==> src/rtl/rat_pkg.sv <==
package rat_pkg;

   localparam int PRED_COUNT = 32;
   localparam int RULE_COUNT = 64;
   localparam int PRED_W     = 5;
   localparam int RULE_W     = 6;
   localparam int COUNT_W    = 32;
   localparam int AVAIL_W    = 8;
   localparam int TOTAL_W    = 8;

   typedef enum logic [2:0] {
      FN_LOAD_PRED     = 3'd0,
      FN_LOAD_RULE     = 3'd1,
      FN_REGISTER      = 3'd2,
      FN_DEREGISTER    = 3'd3,
      FN_SET_COUNT     = 3'd4,
      FN_CLEAR_TOUCHED = 3'd5
   } func_type;

   typedef enum logic [1:0] {
      ST_IDLE,
      ST_EXEC,
      ST_WALK,
      ST_FINISH
   } state_type;

   // rule table write (load rule)
   typedef struct packed {
      logic                  we;
      logic [RULE_W-1:0]     idx;
      logic [TOTAL_W-1:0]    total;
      logic                  persistent;
   } rule_wr_type;

   // availability walk request
   typedef struct packed {
      logic                  start;
      logic                  up;
      logic [RULE_COUNT-1:0] mask;
   } walk_cmd_type;

   typedef struct packed {
      logic                  done;
      logic [RULE_COUNT-1:0] active;
      logic [RULE_COUNT-1:0] dropped;
   } walk_sts_type;

endpackage

==> src/rtl/rat_walker.sv <==
module rat_walker
   import rat_pkg::*;
(
   input  logic         clock,
   input  logic         reset,
   input  rule_wr_type  rule_wr,
   input  walk_cmd_type walk_cmd,
   output walk_sts_type walk_sts
);

   localparam logic [RULE_W-1:0] LAST_RULE = RULE_W'(RULE_COUNT - 1);

   logic [AVAIL_W-1:0] avail_mem [RULE_COUNT];
   logic [TOTAL_W:0]   rcfg_mem  [RULE_COUNT];   // {persistent, total}

   logic [RULE_COUNT-1:0] avail_vld_ff, avail_vld_in;
   logic [RULE_COUNT-1:0] rcfg_vld_ff, rcfg_vld_in;
   logic [RULE_COUNT-1:0] active_ff, active_in;
   logic [RULE_COUNT-1:0] dropped_ff, dropped_in;
   logic [RULE_COUNT-1:0] mask_ff, mask_in;
   logic                  run_ff, run_in;
   logic                  up_ff, up_in;
   logic [RULE_W-1:0]     idx_ff, idx_in;
   logic                  s1_vld_ff;
   logic [RULE_W-1:0]     s1_idx_ff;
   logic                  s1_sel_ff;
   logic [AVAIL_W-1:0]    avail_rd_ff;
   logic [TOTAL_W:0]      rcfg_rd_ff;

   logic [AVAIL_W-1:0]    avail_cur;
   logic [AVAIL_W-1:0]    avail_new;
   logic [TOTAL_W:0]      rcfg_cur;
   logic                  upd_we;
   logic                  hit;
   logic [RULE_COUNT-1:0] s1_bit;

   // memories: one read address (walk index), registered data
   always_ff @(posedge clock) begin
      if (rule_wr.we) begin
         rcfg_mem[rule_wr.idx] <= {rule_wr.persistent, rule_wr.total};
      end
      if (upd_we) begin
         avail_mem[s1_idx_ff] <= avail_new;
      end
      avail_rd_ff <= avail_mem[idx_ff];
      rcfg_rd_ff  <= rcfg_mem[idx_ff];
      s1_idx_ff   <= idx_ff;
      s1_sel_ff   <= mask_ff[idx_ff];
   end

   // update stage: one 8-bit inc/dec and compare per cycle
   always_comb begin
      avail_cur = avail_vld_ff[s1_idx_ff] ? avail_rd_ff : '0;
      rcfg_cur  = rcfg_vld_ff[s1_idx_ff] ? rcfg_rd_ff : '0;
      upd_we    = s1_vld_ff && s1_sel_ff && !rcfg_cur[TOTAL_W];
      avail_new = up_ff ? AVAIL_W'(avail_cur + 1'b1) : AVAIL_W'(avail_cur - 1'b1);
      hit       = up_ff ? (avail_new == rcfg_cur[TOTAL_W-1:0])
                        : (avail_cur == rcfg_cur[TOTAL_W-1:0]);
      s1_bit    = RULE_COUNT'(1) << s1_idx_ff;

      avail_vld_in = avail_vld_ff | (upd_we ? s1_bit : '0);
      rcfg_vld_in  = rcfg_vld_ff | (rule_wr.we ? (RULE_COUNT'(1) << rule_wr.idx) : '0);

      active_in  = active_ff;
      dropped_in = dropped_ff;
      if (upd_we && hit) begin
         if (up_ff) begin
            active_in  = active_ff | s1_bit;
            dropped_in = dropped_ff & ~s1_bit;
         end else begin
            active_in  = active_ff & ~s1_bit;
            dropped_in = dropped_ff | s1_bit;
         end
      end

      run_in  = run_ff;
      idx_in  = idx_ff;
      up_in   = up_ff;
      mask_in = mask_ff;
      if (walk_cmd.start) begin
         run_in  = 1'b1;
         idx_in  = '0;
         up_in   = walk_cmd.up;
         mask_in = walk_cmd.mask;
      end else if (run_ff) begin
         idx_in = RULE_W'(idx_ff + 1'b1);
         if (idx_ff == LAST_RULE) begin
            run_in = 1'b0;
         end
      end
   end

   always_ff @(posedge clock) begin
      if (reset) begin
         avail_vld_ff <= '0;
         rcfg_vld_ff  <= '0;
         active_ff    <= '0;
         dropped_ff   <= '0;
         run_ff       <= 1'b0;
         s1_vld_ff    <= 1'b0;
         idx_ff       <= '0;
      end else begin
         avail_vld_ff <= avail_vld_in;
         rcfg_vld_ff  <= rcfg_vld_in;
         active_ff    <= active_in;
         dropped_ff   <= dropped_in;
         run_ff       <= run_in;
         s1_vld_ff    <= run_ff;
         idx_ff       <= idx_in;
      end
   end

   always_ff @(posedge clock) begin
      up_ff   <= up_in;
      mask_ff <= mask_in;
   end

   assign walk_sts.done    = s1_vld_ff && (s1_idx_ff == LAST_RULE);
   assign walk_sts.active  = active_ff;
   assign walk_sts.dropped = dropped_ff;

   a_start_idle : assert property (@(posedge clock) disable iff (reset)
      walk_cmd.start |-> !run_ff && !s1_vld_ff)
      else $error("walk started while busy");

   a_wr_idle : assert property (@(posedge clock) disable iff (reset)
      rule_wr.we |-> !run_ff && !s1_vld_ff)
      else $error("rule table written during walk");

   a_maps_disjoint : assert property (@(posedge clock) disable iff (reset)
      (active_ff & dropped_ff) == '0)
      else $error("rule both active and dropped");

   a_done_ends : assert property (@(posedge clock) disable iff (reset)
      walk_sts.done |=> !s1_vld_ff && !run_ff)
      else $error("walk continues after done");

endmodule

==> src/rtl/rule_activation_tracker.sv <==
// Rule activation tracker.
//
// Request channel (req_*): one word per operation (func selects load
// predicate rules, load rule, register, deregister, set count or clear
// touched). Accepted when req_valid is high and req_stall is low.
// Response channel (rsp_*): exactly one word per request, carrying the edge
// and error flags plus the active, dropped and touched maps after the op.
//
// Flow: an accepted word is latched with its table reads; ST_EXEC carries
// out the op and ST_FINISH loads the response register. When a predicate
// appears or disappears, ST_EXEC starts the rule walker (ST_WALK), which
// steps through every rule slot, one rule counter read-modify-write per
// cycle; the walker's single 8-bit counter update paces the walk. One op
// is in flight at a time: req_stall is high from accept until the
// response is loaded, so no new word is taken before the last is through.
// The response sits in an output register; a new request is taken while
// it waits. If rsp_stall holds the previous word, the next result is held
// internally until the register frees up. Reset clears all counts, masks,
// rule settings and maps at once (valid bits per table entry), so the
// block is ready on the first cycle after.
module rule_activation_tracker
   import rat_pkg::*;
(
   input  logic                  clock,
   input  logic                  reset,
   input  logic                  req_valid,
   output logic                  req_stall,
   input  logic [2:0]            req_func,
   input  logic [PRED_W-1:0]     req_predicate_index,
   input  logic [RULE_W-1:0]     req_rule_index,
   input  logic [RULE_COUNT-1:0] req_rule_mask,
   input  logic [TOTAL_W-1:0]    req_rule_pred_total,
   input  logic                  req_rule_persistent,
   input  logic [COUNT_W-1:0]    req_tuple_count,
   input  logic                  req_is_new,
   output logic                  rsp_valid,
   input  logic                  rsp_stall,
   output logic                  rsp_edge_flag,
   output logic [RULE_COUNT-1:0] rsp_active_rules,
   output logic [RULE_COUNT-1:0] rsp_dropped_rules,
   output logic [PRED_COUNT-1:0] rsp_touched_predicates,
   output logic                  rsp_error
);

   // per-predicate tables
   logic [COUNT_W-1:0]    cnt_mem [PRED_COUNT];
   logic [RULE_COUNT-1:0] msk_mem [PRED_COUNT];

   state_type state_ff, state_in;

   logic [PRED_COUNT-1:0] cnt_vld_ff, cnt_vld_in;
   logic [PRED_COUNT-1:0] msk_vld_ff, msk_vld_in;
   logic [PRED_COUNT-1:0] touched_ff, touched_in;
   logic                  edge_ff, edge_in;
   logic                  err_ff, err_in;
   logic                  rsp_valid_ff, rsp_valid_in;

   // latched request word
   func_type              func_ff;
   logic [PRED_W-1:0]     pidx_ff;
   logic [RULE_W-1:0]     ridx_ff;
   logic [RULE_COUNT-1:0] rmask_ff;
   logic [TOTAL_W-1:0]    rtotal_ff;
   logic                  rpers_ff;
   logic [COUNT_W-1:0]    amt_ff;
   logic                  new_ff;
   logic [COUNT_W-1:0]    cnt_rd_ff;
   logic [RULE_COUNT-1:0] msk_rd_ff;

   // response register
   logic                  rsp_edge_ff;
   logic [RULE_COUNT-1:0] rsp_active_ff;
   logic [RULE_COUNT-1:0] rsp_dropped_ff;
   logic [PRED_COUNT-1:0] rsp_touched_ff;
   logic                  rsp_err_ff;

   logic                  req_accept;
   logic                  rsp_load;
   logic [COUNT_W-1:0]    cnt_cur;
   logic                  cnt_zero;
   logic                  amt_zero;
   logic                  sub;
   logic [COUNT_W:0]      addend;
   logic [COUNT_W:0]      sum;
   logic                  cnt_we;
   logic [COUNT_W-1:0]    cnt_wdata;
   logic                  msk_we;
   logic [PRED_COUNT-1:0] p_bit;
   rule_wr_type           rule_wr;
   walk_cmd_type          walk_cmd;
   walk_sts_type          walk_sts;

   rat_walker u_walker (
      .clock    (clock),
      .reset    (reset),
      .rule_wr  (rule_wr),
      .walk_cmd (walk_cmd),
      .walk_sts (walk_sts)
   );

   assign req_stall  = (state_ff != ST_IDLE);
   assign req_accept = req_valid && !req_stall;

   // request latch and table reads
   always_ff @(posedge clock) begin
      if (req_accept) begin
         func_ff   <= func_type'(req_func);
         pidx_ff   <= req_predicate_index;
         ridx_ff   <= req_rule_index;
         rmask_ff  <= req_rule_mask;
         rtotal_ff <= req_rule_pred_total;
         rpers_ff  <= req_rule_persistent;
         amt_ff    <= req_tuple_count;
         new_ff    <= req_is_new;
         cnt_rd_ff <= cnt_mem[req_predicate_index];
         msk_rd_ff <= msk_mem[req_predicate_index];
      end
      if (cnt_we) begin
         cnt_mem[pidx_ff] <= cnt_wdata;
      end
      if (msk_we) begin
         msk_mem[pidx_ff] <= rmask_ff;
      end
   end

   // shared 33-bit add/subtract: carry out means overflow on register,
   // borrow (amount above count) on deregister
   always_comb begin
      cnt_cur  = cnt_vld_ff[pidx_ff] ? cnt_rd_ff : '0;
      cnt_zero = (cnt_cur == '0);
      amt_zero = (amt_ff == '0);
      sub      = (func_ff != FN_REGISTER);
      addend   = sub ? ~{1'b0, amt_ff} : {1'b0, amt_ff};
      sum      = {1'b0, cnt_cur} + addend + (COUNT_W + 1)'(sub);
      p_bit    = PRED_COUNT'(1) << pidx_ff;
   end

   always_comb begin
      state_in     = state_ff;
      edge_in      = edge_ff;
      err_in       = err_ff;
      touched_in   = touched_ff;
      cnt_we       = 1'b0;
      cnt_wdata    = sum[COUNT_W-1:0];
      msk_we       = 1'b0;
      rsp_load     = 1'b0;
      rsp_valid_in = rsp_valid_ff && rsp_stall;

      rule_wr.we         = 1'b0;
      rule_wr.idx        = ridx_ff;
      rule_wr.total      = rtotal_ff;
      rule_wr.persistent = rpers_ff;

      walk_cmd.start = 1'b0;
      walk_cmd.up    = 1'b0;
      walk_cmd.mask  = msk_vld_ff[pidx_ff] ? msk_rd_ff : '0;

      unique case (state_ff)
         ST_IDLE: begin
            if (req_accept) begin
               state_in = ST_EXEC;
            end
         end
         ST_EXEC: begin
            edge_in  = 1'b0;
            err_in   = 1'b0;
            state_in = ST_FINISH;
            unique case (func_ff)
               FN_LOAD_PRED: begin
                  msk_we = 1'b1;
               end
               FN_LOAD_RULE: begin
                  rule_wr.we = 1'b1;
               end
               FN_REGISTER: begin
                  if (new_ff && cnt_zero) begin
                     edge_in        = 1'b1;
                     walk_cmd.start = 1'b1;
                     walk_cmd.up    = 1'b1;
                  end
                  err_in     = sum[COUNT_W];
                  cnt_we     = 1'b1;
                  cnt_wdata  = sum[COUNT_W] ? '1 : sum[COUNT_W-1:0];
                  touched_in = touched_ff | p_bit;
               end
               FN_DEREGISTER: begin
                  if (amt_zero || sum[COUNT_W]) begin
                     err_in = 1'b1;
                  end else begin
                     cnt_we = 1'b1;
                     if (sum[COUNT_W-1:0] == '0) begin
                        edge_in        = 1'b1;
                        walk_cmd.start = 1'b1;
                     end
                  end
               end
               FN_SET_COUNT: begin
                  cnt_we    = 1'b1;
                  cnt_wdata = amt_ff;
                  if (cnt_zero && !amt_zero) begin
                     edge_in        = 1'b1;
                     walk_cmd.start = 1'b1;
                     walk_cmd.up    = 1'b1;
                  end else if (!cnt_zero && amt_zero) begin
                     edge_in        = 1'b1;
                     walk_cmd.start = 1'b1;
                  end
               end
               FN_CLEAR_TOUCHED: begin
                  touched_in = '0;
               end
               default: ;   // unused codes: maps only
            endcase
            if (walk_cmd.start) begin
               state_in = ST_WALK;
            end
         end
         ST_WALK: begin
            if (walk_sts.done) begin
               state_in = ST_FINISH;
            end
         end
         ST_FINISH: begin
            // wait for the response register to free up
            if (!rsp_valid_ff || !rsp_stall) begin
               rsp_load     = 1'b1;
               rsp_valid_in = 1'b1;
               state_in     = ST_IDLE;
            end
         end
         default: begin
            state_in = ST_IDLE;
         end
      endcase

      cnt_vld_in = cnt_vld_ff | (cnt_we ? p_bit : '0);
      msk_vld_in = msk_vld_ff | (msk_we ? p_bit : '0);
   end

   always_ff @(posedge clock) begin
      if (reset) begin
         state_ff     <= ST_IDLE;
         cnt_vld_ff   <= '0;
         msk_vld_ff   <= '0;
         touched_ff   <= '0;
         rsp_valid_ff <= 1'b0;
      end else begin
         state_ff     <= state_in;
         cnt_vld_ff   <= cnt_vld_in;
         msk_vld_ff   <= msk_vld_in;
         touched_ff   <= touched_in;
         rsp_valid_ff <= rsp_valid_in;
      end
   end

   always_ff @(posedge clock) begin
      edge_ff <= edge_in;
      err_ff  <= err_in;
      if (rsp_load) begin
         rsp_edge_ff    <= edge_ff;
         rsp_err_ff     <= err_ff;
         rsp_active_ff  <= walk_sts.active;
         rsp_dropped_ff <= walk_sts.dropped;
         rsp_touched_ff <= touched_ff;
      end
   end

   assign rsp_valid              = rsp_valid_ff;
   assign rsp_edge_flag          = rsp_edge_ff;
   assign rsp_error              = rsp_err_ff;
   assign rsp_active_rules       = rsp_active_ff;
   assign rsp_dropped_rules      = rsp_dropped_ff;
   assign rsp_touched_predicates = rsp_touched_ff;

endmodule

==> config.mk <==
export PLATFORM = sky130hd
export DESIGN_NAME = rule_activation_tracker
export DESIGN_NICKNAME = d
export VERILOG_FILES = /design/src/rtl/rat_pkg.sv /design/src/rtl/rat_walker.sv /design/src/rtl/rule_activation_tracker.sv
export SDC_FILE = /design/constraint.sdc
export NUM_CORES = 2
export LEC_CHECK = 0
export BUFFER_PORTS_ARGS = -buffer_cell sky130_fd_sc_hd__buf_2
export CAP_MARGIN = 25
export CORE_ASPECT_RATIO = 1.2
export CORE_MARGIN = 4
export CORE_UTILIZATION = 42
export CTS_CLUSTER_DIAMETER = 50
export DETAILED_ROUTE_END_ITERATION = 10
export SYNTH_ARGS = -nofsm -noshare
export SYNTH_HDL_FRONTEND = slang
export SYNTH_HIERARCHICAL = 1
export SYNTH_MEMORY_MAX_BITS = 65536
export SYNTH_SLANG_ARGS = --single-unit
==> constraint.sdc <==
create_clock -name clock -period 15.3 [get_ports clock]
set_input_delay 1.53 -clock clock [delete_from_list [all_inputs] [get_ports clock]]
set_output_delay 1.53 -clock clock [all_outputs]
set_load 0.01 [all_outputs]
==> flow_summary_export.csv <==
group,metric,value,unit
critical_path,critPathMaxStageDelay,0.76,ns
synth,synth_ff_type,"edfxtp_1",
placed_design,hpwlAfterDp,270400,µm
die,start_util,42.17,%
synth,synth_warnings,6,
critical_path,regToRegStartpoint,"pidx_ff[3]$_DFFE_PP_",
sta,fin_crit,8.617,ns
die,die-area,467100,µm²
sta,whs,0.4231,ns
die,coreArea,454400,µm²
critical_path,cp-start-kind,"flip-flop",
clock_tree,cts_made_buffers,518,
routing,vias,92340,
die,io_pins,288,
critical_path,cp_slowest_cell,"nor2b_1",
worst_hold_path,worstHoldPathCells,0,
critical_path,cp_top_family,"compound AO/OA/AOI/OAI gates",
critical_path,ff2ff_path_depth,27,
finish,stdcell_count,15870,
power_and_ir_drop,swShare,24.47,%
synth,ys_seq_elements,4992,
clock_tree,h-tree-depth,6,
synth,synth_top_area_share,72.18,%
clock_tree,cts_setup_buffers,0,
synth,synth_cell_types,89,
worst_hold_path,min_path_type,"reg2reg",
synth,synth_adder_area_share,0.3148,%
synth,synthMuxAreaShare,17.60,%
sta,worst_pin_slew,1.137,ns
clock_tree,cts_hold_buf,0,
clock_tree,cts_tree,"yes",
synth,synthArstFlopShare,0,%
sta,finalClockSkew,0.09082,ns
routing,wl_per_cell,31.28,µm
sta,setup_viol,0,
critical_path,regToRegEndpoint,"u_walker/mask_ff[16]$_DFFE_PP_",
power_and_ir_drop,p_clk_share,37.6,%
global_route,grt_pass1_wl,707400,µm
flow_run,drv_cap,0,
finish,layout-drive-gt1-share,30.52,%
critical_path,critPathKind,"reg2reg",
routing,drc,2,
global_route,grt.overflow.total,0,
clock_tree,cts.reportedPaths.clkPinSlew,0.06,ns
placed_design,place_congestion,0.8539,
routing,wl,496300,µm
sta,fin_tns_setup,0,ns
finish,area_delta_synth_final,14.00,%
sta,drv_slew,0,
sta,rsz0062_at_grt,"false",
routing,drtIter0Drc,10470,
finish,nets,9606,
global_route,grt_start_max_net_pins,141,
die,die_x,624.6,µm
sta,finalCritPeriodShare,56.32,%
power_and_ir_drop,ir_worst_vdd,0.1414,mV
clock_tree,cts_sinks,4992,
synth,synth_top_area_cell,"edfxtp_1",
synth,synth_edf_count,4605,
finish,seq_area,146000,µm²
synth,syn_avg_cell_area,21.72,µm²
clock_tree,cts_root_buffer,"clkbuf_16",
finish,multi_input_area,44180,µm²
die,die_y,747.9,µm
synth,syn-instance-count,8819,
finish,fillers,36570,
clock_tree,clock_latency,1.04,ns
critical_path,critPathMaxFanout,36,
global_route,grtUsageTotal,20.94,%
synth,synthTopCellsByArea,"edfxtp_1 (72%), mux4_2 (16%), dfxtp_1 (4.0%)",
synth,synth-simple-area-share,3.384,%
global_route,grt_pass1_vias,94830,
placed_design,io_buffers,287,
finish,fin_util,48.07,%
power_and_ir_drop,p_switching,0.007875,W
synth,synth_top_family_by_area,"multiplexers",
critical_path,reg2reg_slack,6.68,ns
die,row_count,271,
clock_tree,cts_buffer_depth,4,
critical_path,cp.required,15.96,ns
routing,dr.pass1.iters,9,
power_and_ir_drop,seqPwrFrac,52.7,%
status,status,"complete, but fails checks",
global_route,antenna_found_initial,18,
synth,synth_nets,8990,
status,violations,"DRC",
power_and_ir_drop,power_density,147.3,nW/µm²
placed_design,place_inst,14890,
power_and_ir_drop,p_leak,68.03,nW
sta,slew_headroom,24.20,%
routing,vias_per_cell,5.819,
synth,synth-xor-area-share,0.3638,%
power_and_ir_drop,p_int,0.02431,W
critical_path,worst_ep_arrival_time,9.28,ns
clock_tree,postCtsResizedCells,0,
sta,fmax,0.1161,GHz
power_and_ir_drop,power_frac_comb,9.7,%
critical_path,path_buf_inv,3,
synth,synth_compound_area_share,1.049,%
sta,hold_violations,0,
synth,synth_area,191600,µm²
critical_path,cp-end-kind,"flip-flop",
routing,postRouteAntennaNets,0,
synth,ys_seq_area_share,76.22,%
worst_hold_path,holdPathEnd,"rsp_active_rules[35]$_DFFE_PP_",
[cell type report]
class                      count  share of cell area [%]
multi-input combinational   3316                   20.23
sequential                  4992                   66.87
clock inverter               275                   1.010
timing repair buffer         582                   1.949
inverter                      25                 0.04296
clock buffer                 663                   6.453
tap                         6006                   3.440
antenna                        9                 0.01031
[power groups by stage]
stage               sequential (W)  clock [W]  combinational, W
finish                      0.0170     0.0121           0.00312
floorplan                   0.0172          0           0.00181
global placement            0.0172          0           0.00295
global route                0.0170     0.0129           0.00337
detailed placement          0.0173          0           0.00308
CTS                         0.0170     0.0123           0.00309
[worst max path at each step]
stage	slack [ns]	depth (start not counted)	endpoint	from
final	6.68	27	u_walker/mask_ff[16]$_DFFE_PP_	pidx_ff[3]$_DFFE_PP_
after global routing	6.02	27	u_walker/mask_ff[16]$_DFFE_PP_	pidx_ff[4]$_DFFE_PP_
after CTS	6.66	27	u_walker/mask_ff[32]$_DFFE_PP_	pidx_ff[3]$_DFFE_PP_
after detailed placement	6.65	27	u_walker/mask_ff[17]$_DFFE_PP_	pidx_ff[3]$_DFFE_PP_
after global placement	6.40	27	u_walker/mask_ff[16]$_DFFE_PP_	pidx_ff[1]$_DFFE_PP_
after floorplan	1.19	1	rsp_active_rules[0]$_DFFE_PP_	rsp_stall
[cells in the mapped netlist, drive strengths merged (11+ instances only)]
library cell,instances
or4,13
nand4,21
o21ba,23
a21o,14
a21oi,65
dfxtp,387
ha,45
mux2,104
nor4,74
buf,147
nand2,153
clkbuf,339
o21ai,37
nand2b,147
nand3,40
and3,17
o211ai,22
nor2b,85
a31oi,28
mux4,1375
inv,25
and2,46
xnor2,60
edfxtp,4605
or2,11
nor3,59
nor2,583
mux2i,158
xor2,17
[logic make-up (layout without fill, tap and decap cells)]
kind of cell    count (synthesis)  in the layout
fa+ha+maj                      47             47
flops                        4992           4992
simple gates                 1278           1278
other cells                     0              9
mux                          1637           1637
xor+xnor                       78             78
buf+inv                       511           1545
compound gates                276            276
[registers in the layout, indices dropped and copies added (netlist names), 32 cells and up, named ones only]
register	flops
amt_ff	32
cnt_mem	1024
cnt_rd_ff	32
cnt_vld_ff	32
msk_mem	2048
msk_rd_ff	64
msk_vld_ff	32
rmask_ff	64
rsp_active_rules	64
rsp_dropped_rules	64
rsp_touched_predicates	32
touched_ff	32
u_walker/avail_mem	512
u_walker/avail_vld_ff	64
u_walker/mask_ff	64
u_walker/rcfg_mem	576
u_walker/rcfg_vld_ff	64
[stage by stage]
step                      instance area [µm²]  power, W  setup WS (ns)
after floorplan                        191600   0.01901          1.194
final                                  218400   0.03218          6.683
after global placement                 201300   0.02019          6.404
after detailed placement               201700   0.02036          6.652
after global routing                   218400   0.03332          6.017
after CTS                              218000   0.03241          6.658
[layer usage]
metal  GRT usage (%)  vias up  part of all wire [%]
met5               0        -                0.0071
met1           28.01    50110                    39
li1                -    37800                     -
met3           2.809      826                   6.3
met2           35.64     3597                    51
met4           6.768        8                   3.6
[layout by cell type, fill, tap and decap left out, types with 17 or more instances in the layout]
cell type	instances
clkinv_1	92
nor3_1	37
mux2_2	104
and2_1	42
nor3_2	21
xnor2_1	57
edfxtp_1	4605
inv_1	25
buf_2	281
nor2_4	48
nor4_2	53
clkbuf_16	541
a31oi_1	28
nand4_1	20
ha_1	45
nand2_1	153
nand2b_1	146
a21oi_1	64
nand3_1	40
buf_4	251
inv_6	32
nor2_1	535
mux4_2	1374
clkinv_2	80
mux2i_1	157
o211ai_1	22
dfxtp_1	380
nor2b_1	84
o21ai_0	29
clkbuf_1	111
buf_12	17
o21ba_2	23
nor4_1	18
(Power assumes the default switching activity.)
